==> src/hw/rtl/thc_pkg.sv <==
// Package for the temperature and humidity compensation block.
// Holds configuration register indexes, widths and fixed arithmetic constants.
// No dependencies.
package thc_pkg;

    localparam int DATA_W = 32;
    localparam int RAW_W  = 20;
    localparam int CFG_ADDR_W = 3;
    localparam int CFG_DATA_W = 24;

    localparam logic [CFG_ADDR_W-1:0] REG_TEMP_COEFF_ONE      = 3'd0;
    localparam logic [CFG_ADDR_W-1:0] REG_TEMP_COEFF_TWO      = 3'd1;
    localparam logic [CFG_ADDR_W-1:0] REG_TEMP_COEFF_THREE    = 3'd2;
    localparam logic [CFG_ADDR_W-1:0] REG_HUM_COEFF_ONE       = 3'd3;
    localparam logic [CFG_ADDR_W-1:0] REG_HUM_COEFF_TWO       = 3'd4;
    localparam logic [CFG_ADDR_W-1:0] REG_HUM_COEFF_THREE     = 3'd5;
    localparam logic [CFG_ADDR_W-1:0] REG_HUM_COEFF_FOUR_FIVE = 3'd6;
    localparam logic [CFG_ADDR_W-1:0] REG_HUM_COEFF_SIX       = 3'd7;

    localparam logic OP_TEMPERATURE = 1'b0;
    localparam logic OP_HUMIDITY    = 1'b1;

    localparam logic [DATA_W-1:0] K_ONE       = 32'd1;
    localparam logic [DATA_W-1:0] K_FIVE      = 32'd5;
    localparam logic [DATA_W-1:0] K_128       = 32'd128;
    localparam logic [DATA_W-1:0] K_8192      = 32'd8192;
    localparam logic [DATA_W-1:0] K_16384     = 32'd16384;
    localparam logic [DATA_W-1:0] K_32768     = 32'd32768;
    localparam logic [DATA_W-1:0] K_76800     = 32'd76800;
    localparam logic [DATA_W-1:0] K_2097152   = 32'd2097152;
    localparam logic [DATA_W-1:0] K_HUM_LIMIT = 32'd419430400;

endpackage

==> src/hw/rtl/temp_humidity_compensation.sv <==
// Top level of the temperature and humidity compensation block.
// Uses thc_pkg for register indexes and constants; instantiates nothing.
//
// Each transfer on the slave side carries one raw sample and an opcode in
// tuser bit 0: zero compensates a 20-bit temperature and stores the fine
// temperature, one compensates a 16-bit humidity against the stored fine
// temperature. One result transfer follows per input. All arithmetic runs on
// a single shared unit that multiplies, adds and shifts once per cycle under
// a small sequencer. The block is ready again the cycle after the result is
// registered. The block takes no new item until the current one is finished;
// a finished result waits in the output register while the next item is
// taken, and a result that finds the output register still full waits until
// it drains. Calibration registers are written through the plain write port;
// the user must write them only while idle; the block does not enforce it.
module temp_humidity_compensation (
    input  logic        aclk,
    input  logic        aresetn,
    input  logic        cfg_wr_en,
    input  logic [2:0]  cfg_addr,
    input  logic [23:0] cfg_wr_data,
    input  logic        s_tvalid,
    output logic        s_tready,
    input  logic [23:0] s_tdata,   // [19:0] raw_sample, [23:20] zero
    input  logic [0:0]  s_tuser,   // [0] opcode
    output logic        m_tvalid,
    input  logic        m_tready,
    output logic [31:0] m_tdata,   // [31:0] result_value
    output logic [0:0]  m_tuser    // [0] result_kind
);

    typedef enum logic [4:0] {
        S_IDLE, S_T0, S_T1, S_T2, S_T3, S_T4, S_T5, S_T6,
        S_H0, S_H1, S_H2, S_H3, S_H4, S_H5, S_H6, S_H7, S_H8, S_H9,
        S_H10, S_H11, S_H12, S_H13, S_H14, S_DONE
    } state_t;

    typedef enum logic [1:0] {
        DST_A, DST_B, DST_D, DST_X
    } dst_t;

    state_t      state_reg, state_next;
    logic [15:0] t1_reg, t2_reg, t3_reg, h2_reg;
    logic [7:0]  h1_reg, h3_reg, h6_reg;
    logic [23:0] h45_reg;
    logic [31:0] fine_reg;
    logic [19:0] raw_reg;
    logic        kind_reg;
    logic [31:0] ra_reg, rb_reg, rd_reg, rx_reg;
    logic        m_tvalid_reg;
    logic [31:0] m_data_reg;
    logic        m_kind_reg;

    logic [31:0] op_a, op_b, op_c, prod, sum, unit_y;
    logic        op_sub, fine_we;
    logic [4:0]  op_sh;
    dst_t        dst;
    logic [31:0] t1_ext, t2_ext, t3_ext, h1_ext, h2_ext, h3_ext, h4_sh, h5_ext, h6_ext;
    logic [31:0] hum_clamped;

    assign t1_ext = {16'd0, t1_reg};
    assign t2_ext = {{16{t2_reg[15]}}, t2_reg};
    assign t3_ext = {{16{t3_reg[15]}}, t3_reg};
    assign h1_ext = {24'd0, h1_reg};
    assign h2_ext = {{16{h2_reg[15]}}, h2_reg};
    assign h3_ext = {24'd0, h3_reg};
    assign h4_sh  = {h45_reg[11:0], 20'd0};
    assign h5_ext = {20'd0, h45_reg[23:12]};
    assign h6_ext = {{24{h6_reg[7]}}, h6_reg};

    assign prod   = op_a * op_b;
    assign sum    = op_sub ? (prod - op_c) : (prod + op_c);
    assign unit_y = $unsigned($signed(sum) >>> op_sh);

    always_comb begin
        op_a = thc_pkg::K_ONE;
        op_b = thc_pkg::K_ONE;
        op_c = '0;
        op_sub = 1'b0;
        op_sh = 5'd0;
        dst = DST_A;
        fine_we = 1'b0;
        state_next = state_reg;
        unique case (state_reg)
            S_IDLE: begin
                if (s_tvalid) begin
                    state_next = (s_tuser[0] == thc_pkg::OP_HUMIDITY) ? S_H0 : S_T0;
                end
            end
            S_T0: begin
                op_a = {15'd0, raw_reg[19:3]};
                op_c = {t1_ext[30:0], 1'b0};
                op_sub = 1'b1;
                state_next = S_T1;
            end
            S_T1: begin
                op_a = ra_reg; op_b = t2_ext; op_sh = 5'd11;
                state_next = S_T2;
            end
            S_T2: begin
                op_a = {16'd0, raw_reg[19:4]}; op_c = t1_ext; op_sub = 1'b1;
                dst = DST_B;
                state_next = S_T3;
            end
            S_T3: begin
                op_a = rb_reg; op_b = rb_reg; op_sh = 5'd12; dst = DST_B;
                state_next = S_T4;
            end
            S_T4: begin
                op_a = rb_reg; op_b = t3_ext; op_sh = 5'd14; dst = DST_B;
                state_next = S_T5;
            end
            S_T5: begin
                op_a = ra_reg; op_c = rb_reg; fine_we = 1'b1;
                state_next = S_T6;
            end
            S_T6: begin
                op_a = ra_reg; op_b = thc_pkg::K_FIVE; op_c = thc_pkg::K_128;
                op_sh = 5'd8;
                state_next = S_DONE;
            end
            S_H0: begin
                op_a = fine_reg; op_c = thc_pkg::K_76800; op_sub = 1'b1; dst = DST_X;
                state_next = S_H1;
            end
            S_H1: begin
                op_a = h5_ext; op_b = rx_reg; op_c = thc_pkg::K_16384; op_sub = 1'b1;
                state_next = S_H2;
            end
            S_H2: begin
                op_a = h4_sh; op_c = ra_reg;
                state_next = S_H3;
            end
            S_H3: begin
                op_a = {2'd0, raw_reg[15:0], 14'd0}; op_c = ra_reg; op_sub = 1'b1;
                op_sh = 5'd15;
                state_next = S_H4;
            end
            S_H4: begin
                op_a = rx_reg; op_b = h6_ext; op_sh = 5'd10; dst = DST_B;
                state_next = S_H5;
            end
            S_H5: begin
                op_a = rx_reg; op_b = h3_ext; op_sh = 5'd11; dst = DST_D;
                state_next = S_H6;
            end
            S_H6: begin
                op_a = rd_reg; op_c = thc_pkg::K_32768; dst = DST_D;
                state_next = S_H7;
            end
            S_H7: begin
                op_a = rb_reg; op_b = rd_reg; op_sh = 5'd10; dst = DST_B;
                state_next = S_H8;
            end
            S_H8: begin
                op_a = rb_reg; op_c = thc_pkg::K_2097152; dst = DST_B;
                state_next = S_H9;
            end
            S_H9: begin
                op_a = rb_reg; op_b = h2_ext; op_c = thc_pkg::K_8192; op_sh = 5'd14;
                dst = DST_B;
                state_next = S_H10;
            end
            S_H10: begin
                op_a = ra_reg; op_b = rb_reg;
                state_next = S_H11;
            end
            S_H11: begin
                op_a = ra_reg; op_sh = 5'd15; dst = DST_B;
                state_next = S_H12;
            end
            S_H12: begin
                op_a = rb_reg; op_b = rb_reg; op_sh = 5'd7; dst = DST_B;
                state_next = S_H13;
            end
            S_H13: begin
                op_a = rb_reg; op_b = h1_ext; op_sh = 5'd4; dst = DST_B;
                state_next = S_H14;
            end
            S_H14: begin
                op_a = ra_reg; op_c = rb_reg; op_sub = 1'b1;
                state_next = S_DONE;
            end
            S_DONE: begin
                if (!m_tvalid_reg || m_tready) begin
                    state_next = S_IDLE;
                end
            end
            default: begin
                state_next = S_IDLE;
            end
        endcase
    end

    always_comb begin
        if (ra_reg[31]) begin
            hum_clamped = '0;
        end else if (ra_reg > thc_pkg::K_HUM_LIMIT) begin
            hum_clamped = thc_pkg::K_HUM_LIMIT;
        end else begin
            hum_clamped = ra_reg;
        end
    end

    always_ff @(posedge aclk) begin
        if (!aresetn) begin
            state_reg <= S_IDLE;
            m_tvalid_reg <= 1'b0;
            t1_reg <= '0;
            t2_reg <= '0;
            t3_reg <= '0;
            h1_reg <= '0;
            h2_reg <= '0;
            h3_reg <= '0;
            h45_reg <= '0;
            h6_reg <= '0;
            fine_reg <= '0;
        end else begin
            state_reg <= state_next;
            if (cfg_wr_en) begin
                unique case (cfg_addr)
                    thc_pkg::REG_TEMP_COEFF_ONE:      t1_reg  <= cfg_wr_data[15:0];
                    thc_pkg::REG_TEMP_COEFF_TWO:      t2_reg  <= cfg_wr_data[15:0];
                    thc_pkg::REG_TEMP_COEFF_THREE:    t3_reg  <= cfg_wr_data[15:0];
                    thc_pkg::REG_HUM_COEFF_ONE:       h1_reg  <= cfg_wr_data[7:0];
                    thc_pkg::REG_HUM_COEFF_TWO:       h2_reg  <= cfg_wr_data[15:0];
                    thc_pkg::REG_HUM_COEFF_THREE:     h3_reg  <= cfg_wr_data[7:0];
                    thc_pkg::REG_HUM_COEFF_FOUR_FIVE: h45_reg <= cfg_wr_data;
                    thc_pkg::REG_HUM_COEFF_SIX:       h6_reg  <= cfg_wr_data[7:0];
                    default: ;
                endcase
            end
            if (fine_we) begin
                fine_reg <= unit_y;
            end
            if (state_reg == S_DONE && (!m_tvalid_reg || m_tready)) begin
                m_tvalid_reg <= 1'b1;
            end else if (m_tvalid_reg && m_tready) begin
                m_tvalid_reg <= 1'b0;
            end
        end
        if (state_reg == S_IDLE && s_tvalid) begin
            raw_reg <= s_tdata[19:0];
            kind_reg <= s_tuser[0];
        end
        if (state_reg != S_IDLE && state_reg != S_DONE) begin
            case (dst)
                DST_A:   ra_reg <= unit_y;
                DST_B:   rb_reg <= unit_y;
                DST_D:   rd_reg <= unit_y;
                DST_X:   rx_reg <= unit_y;
                default: ra_reg <= unit_y;
            endcase
        end
        if (state_reg == S_DONE && (!m_tvalid_reg || m_tready)) begin
            m_kind_reg <= kind_reg;
            m_data_reg <= (kind_reg == thc_pkg::OP_HUMIDITY) ?
                          {12'd0, hum_clamped[31:12]} : ra_reg;
        end
    end

    assign s_tready = (state_reg == S_IDLE);
    assign m_tvalid = m_tvalid_reg;
    assign m_tdata  = m_data_reg;
    assign m_tuser  = m_kind_reg;

endmodule

==> config.mk <==
export PLATFORM = sky130hd
export DESIGN_NAME = temp_humidity_compensation
export DESIGN_NICKNAME = d
export VERILOG_FILES = /design/src/hw/rtl/thc_pkg.sv /design/src/hw/rtl/temp_humidity_compensation.sv
export SDC_FILE = /design/constraint.sdc
export NUM_CORES = 2
export LEC_CHECK = 0
export BUFFER_PORTS_ARGS = -buffer_cell sky130_fd_sc_hd__buf_2
export CELL_PAD_IN_SITES_DETAIL_PLACEMENT = 2
export CELL_PAD_IN_SITES_GLOBAL_PLACEMENT = 2
export CORE_AREA = 2 2 309 311
export CTS_BUF_LIST = sky130_fd_sc_hd__clkbuf_4 sky130_fd_sc_hd__clkbuf_8 sky130_fd_sc_hd__clkbuf_16
export DETAILED_ROUTE_END_ITERATION = 12
export DIE_AREA = 0 0 311 313
export PLACE_DENSITY = 0.89
export SETUP_SLACK_MARGIN = 0.5
export SYNTH_ARGS = -nofsm -noshare
export SYNTH_HDL_FRONTEND = slang
export SYNTH_SLANG_ARGS = --single-unit
==> constraint.sdc <==
create_clock -name aclk -period 10.7 [get_ports aclk]
set_input_delay 3.21 -clock aclk [delete_from_list [all_inputs] [get_ports aclk]]
set_output_delay 3.21 -clock aclk [all_outputs]
set_load 0.02 [all_outputs]
==> results.yml, run 1 <==
yosys:
  synth_top_family_by_area: "adder cells"
  synthAdderAreaFrac_pct: 29.4
  synth_nets: 4549
  synthMuxAreaShare_pct: 1.68
  synth-simple-area-share_pct: 17.3
  synth_seq_area_share_pct: 24.6
  synth_compound_area_share_pct: 14.7
  ys_seq_elements: 332
  async_flop_share_pct: 0
  syn-cell-area_mm2: 0.0345
  syn_area_per_cell_um2: 8.77
  ys_types: 94
  synth_edf_count: 182
  yosys_most_used_dff: "edfxtp_1"
  yosys_warnings: 0
  syn_inst: 3928
  synth-xor-area-share_pct: 3.78
global_routing:
  antenna_found_initial: 78
  grt_max_degree: 110
  grt_use_total_pct: 68.7
  grt_overflow: 24
placed_design:
  routabilityCongestion: 1.04
  dpl.cell_count: 5745
  post_dp_cell_area_mm2: 0.0416
  hpwlAfterDp_mm: 171
  port_buffers: 87
clock_network:
  h-tree-depth: 2
  cts_sinks: 332
  cts_hold_buf: 0
  clock_tree.root_cell: "clkbuf_16"
  numCtsBuffers: 36
  clock_path_buffers: 3
floorplan:
  die_h_um: 313
  start_util_pct: 36.6
  die_w_um: 311
  placementRows: 113
  ioPinCount: 92
status:
  error_line: "[ERROR GRT-0232] Routing congestion too high. Check the congestion heatmap in the GUI."
  outcome: "stopped before the end"
  failing_step: "5_1_grt"
timing:
  grt-worst-endpoint: "ra_reg[16]$_DFFE_PP_/D"
  endpoint_type: "sequential cell input"
what timing repair did:
action	CTS
pin swaps	100
endpoints found under the hold margin	0
setup endpoints to repair	159
gates cloned	1
setup buffers	88
resized for setup	257
routing by layer:
layer	overflow	GRT usage [%]
met5	0	21.8
met4	14	71.3
met3	0	52.5
met2	10	87.2
met1	0	66.6
cells by family after synthesis:
logic type	after synthesis
AND/OR/NAND/NOR	1352
buffers and inverters	745
AO/OA/AOI/OAI	743
adder cells (fa/ha/maj)	564
flip-flops	332
XOR/XNOR	139
multiplexers	53
cells in the mapped netlist (8+ instances only):
master / n / area (um^2)
a2111o_1: 12 / 135
a211o_1: 25 / 219
a211oi_1: 36 / 270
a21o_1: 25 / 188
a21oi_1: 241 / 1210
a221o_1: 30 / 300
a221oi_1: 19 / 166
a222oi_1: 22 / 220
a22o_1: 21 / 184
a22oi_1: 59 / 443
a31oi_1: 18 / 113
a32o_1: 17 / 170
and2_1: 39 / 244
and3_1: 52 / 325
and4_1: 8 / 70.1
buf_1: 13 / 48.8
buf_2: 34 / 170
buf_6: 8 / 90.1
clkbuf_1: 166 / 623
dfxtp_1: 150 / 3000
edfxtp_1: 182 / 5470
fa_1: 409 / 8190
ha_1: 155 / 1940
inv_1: 509 / 1910
mux2_2: 16 / 180
mux2i_1: 34 / 340
nand2_1: 651 / 2440
nand2b_1: 31 / 194
nand3_1: 56 / 280
nand4_1: 16 / 100
nor2_1: 354 / 1330
nor2b_1: 44 / 275
nor3_1: 31 / 155
nor4_1: 8 / 50.1
o2111ai_1: 8 / 70.1
o211ai_1: 9 / 67.6
o21a_1: 14 / 105
o21ai_0: 118 / 591
o21bai_1: 11 / 82.6
or2_2: 14 / 87.6
or3_1: 8 / 50.1
xnor2_1: 97 / 850
xor2_1: 36 / 315
metrics by stage:
step	setup WS (ps)	util, %	hold slack (ps)
3_5_place_dp	-2370	44.2	451
3_3_place_gp	-1250	44.2	439
4_1_cts	-1370	47.5	464
2_1_floorplan	66.7	-	431
==> inputs of run 2 (changes only) <==
==> config.mk (replaced) <==
export PLATFORM = sky130hd
export DESIGN_NAME = temp_humidity_compensation
export DESIGN_NICKNAME = d
export VERILOG_FILES = /design/src/hw/rtl/thc_pkg.sv /design/src/hw/rtl/temp_humidity_compensation.sv
export SDC_FILE = /design/constraint.sdc
export NUM_CORES = 2
export LEC_CHECK = 0
export BUFFER_PORTS_ARGS = -buffer_cell sky130_fd_sc_hd__buf_2
export CORE_AREA = 2 2 375 377
export DETAILED_ROUTE_END_ITERATION = 12
export DIE_AREA = 0 0 377 379
export PLACE_DENSITY_LB_ADDON = 0.15
export SYNTH_ARGS = -nofsm -noshare
export SYNTH_HDL_FRONTEND = slang
export SYNTH_SLANG_ARGS = --single-unit
==> constraint.sdc (replaced) <==
create_clock -name aclk -period 13.9 [get_ports aclk]
set_input_delay 4.17 -clock aclk [delete_from_list [all_inputs] [get_ports aclk]]
set_output_delay 4.17 -clock aclk [all_outputs]
set_load 0.02 [all_outputs]
==> results.yml, run 2 <==
status:
  outcome: "finished, final reports clean"
floorplan:
  placementRows: 137
  ioPinCount: 92
  die-area_mm2: 0.143
  start_util_pct: 24.8
  die_w_um: 377
  die_h_um: 379
  core-area_mm2: 0.139
finish:
  layout_commonest_cell: "nand2_1"
  final_cell_mix: "nand2_1, inv_1, fa_1, nor2_1, a21oi_1"
  diodes: 0
  fin_nets: 4635
  drive_above_1_share_pct: 10.9
  area_growth_pct: 13.7
global_routing:
  grt_overflow: 0
  grt_max_degree: 89
  grt_pass1_vias: 30252
  grt_use_total_pct: 22.2
  antenna_found_initial: 2
  grt_pass1_wl_mm: 227
yosys:
  ys_seq_elements: 332
  synth_top_cell_area_share_pct: 23.8
  synth_edf_count: 182
  yosys_warnings: 0
  syn-cell-area_mm2: 0.0345
  yosys_most_used_dff: "edfxtp_1"
  async_flop_share_pct: 0
  ys_types: 94
  synth_nets: 4549
  yosysTopAreaCell: "fa_1"
  synth_top_cells_by_count: "nand2_1, inv_1, fa_1, nor2_1, a21oi_1"
  synth_area_leaders: "fa_1, edfxtp_1, dfxtp_1, nand2_1, ha_1"
  synthMostInstantiatedCell: "nand2_1"
  syn_area_per_cell_um2: 8.77
  synth_seq_area_share_pct: 24.6
  syn_inst: 3928
timing:
  period_minus_slack_ps: 13090
  rsz0062_at_grt: "no"
  report.final.slew_viol_count: 0
  fmax_ghz: 0.0764
  skew_ps: 20.9
  finalSetupTns_ps: 0
  setup_viol_count_final: 0
  hold_violations: 0
  max_slew_margin_pct: 21.4
  period_share_pct: 94.2
  tightest_slew_ps: 1180
detailed_routing:
  totalWireLength_mm: 160
  drc: 0
  vias: 29719
  drt-wirelength-per-cell_um: 27.3
  avgViaCountPerCell: 5.08
  antenna_left: 0
  drt_iter0_markers: 2815
  dr.pass1.iters: 8
worst_setup_path:
  reg2reg_from: "state_reg[0]$_SDFFE_PN0P_"
  r2r-end: "rb_reg[17]$_DFFE_PP_"
  crit_top_cell: "fa_1"
  critPathSlowestCell: "and4_1"
  cp.arrival_ps: 13410
  worstPathMaxFanout: 23
  r2r_slack_ps: 810
  worstSetupStartpointType: "flop"
  critPathKind: "reg -> reg"
  worstPathRequired_ps: 14210
  reg2reg_depth: 45
  max_stage_delay_ps: 890
  worstSetupEndpointType: "flop"
clock_network:
  clock_path_buffers: 3
  numCtsBuffers: 41
  h-tree-depth: 2
  clk_pin_slew_worst_paths_ps: 50
  tritoncts: "built"
  cts_sinks: 332
  cts_hold_buf: 0
  cts_setup_buffers: 0
  clock_tree.root_cell: "clkbuf_16"
  cts_resized: 0
  clk_latency_ps: 580
min_path:
  min-delay-start: "h3_reg[0]$_SDFFE_PN0P_"
  hold_depth: 2
  hold_path.class: "reg -> reg"
  whs_endpoint: "h3_reg[0]$_SDFFE_PN0P_"
placed_design:
  hpwlAfterDp_mm: 126
  routabilityCongestion: 0.934
  port_buffers: 87
flow_run:
  maxCapViolations: 0
[run 2: cell counts after synthesis]
No cell type changed its count.
[run 2: per-layer routing]
metal  GRT usage, %  wire [um]  vias up
li1               -          -    13234
met1           29.9      70300    15200
met2           35.1      70900     1059
met3           3.73      10800      224
met4           9.42       7770        2
met5              0         13        -
[run 2: how the worst max path moves through the flow]
| stage | from | slack, ps | depth (start not counted) | endpoint |
|---|---|---|---|---|
| 4_1_cts | state_reg[0]$_SDFFE_PN0P_ | 940 | 46 | rb_reg[17]$_DFFE_PP_ |
| 5_1_grt | state_reg[3]$_SDFFE_PN0P_ | 300 | 45 | rb_reg[17]$_DFFE_PP_ |
| 3_3_place_gp | state_reg[0]$_SDFFE_PN0P_ | 910 | 45 | rb_reg[17]$_DFFE_PP_ |
| 6_report | state_reg[0]$_SDFFE_PN0P_ | 810 | 45 | rb_reg[17]$_DFFE_PP_ |
| 2_1_floorplan | state_reg[4]$_SDFFE_PN0P_ | 2160 | 46 | ra_reg[25]$_DFFE_PP_ |
| 3_5_place_dp | state_reg[0]$_SDFFE_PN0P_ | 1010 | 46 | rb_reg[17]$_DFFE_PP_ |
[run 2: metrics by stage]
| stage | utilization [%] | std cells | area (um^2) | hold slack (ps) | worst slack, ps |
|---|---|---|---|---|---|
| floorplan | - | 3928 | 34500 | 431 | 2160 |
| global placement | 27.3 | 5778 | 37900 | 439 | 914 |
| detailed placement | 27.3 | 5778 | 37900 | 446 | 1010 |
| CTS | 28.2 | 5852 | 39200 | 453 | 940 |
| global route | 28.2 | 5852 | 39200 | 473 | 303 |
| finish | 28.2 | 5852 | 39200 | 450 | 810 |
[run 2: logic make-up (layout without fill, tap and decap cells)]
| family | count (synthesis) | count (layout) | synth area share (%) |
|---|---|---|---|
| AND/OR/NAND/NOR | 1352 | 1352 | 17.3 |
| buffers and inverters | 745 | 862 | 8.51 |
| AO/OA/AOI/OAI | 743 | 743 | 14.7 |
| adder cells (fa/ha/maj) | 564 | 564 | 29.4 |
| flip-flops | 332 | 332 | 24.6 |
| XOR/XNOR | 139 | 139 | 3.78 |
| multiplexers | 53 | 53 | 1.68 |
[run 2: critical path, delay by kind of cell, from the launching register on]
family	cells	cell delay, ps
flip-flops	1	770
XOR/XNOR	3	680
buffers and inverters	7	1020
adder cells (fa/ha/maj)	10	4300
AO/OA/AOI/OAI	13	3450
AND/OR/NAND/NOR	12	2570
[run 2: area by class of cell]
type,count,area [um^2]
fill,15081,99700
multi-input combinational,2851,23400
sequential,332,8470
tap,1807,2260
inverter,512,1920
timing repair buffer,276,1890
clock buffer,59,1160
clock inverter,15,113
Power of run 2 is left out: the tool's default activity adds up to more than one toggle a clock period on the data nets, which glitch-free logic cannot reach.
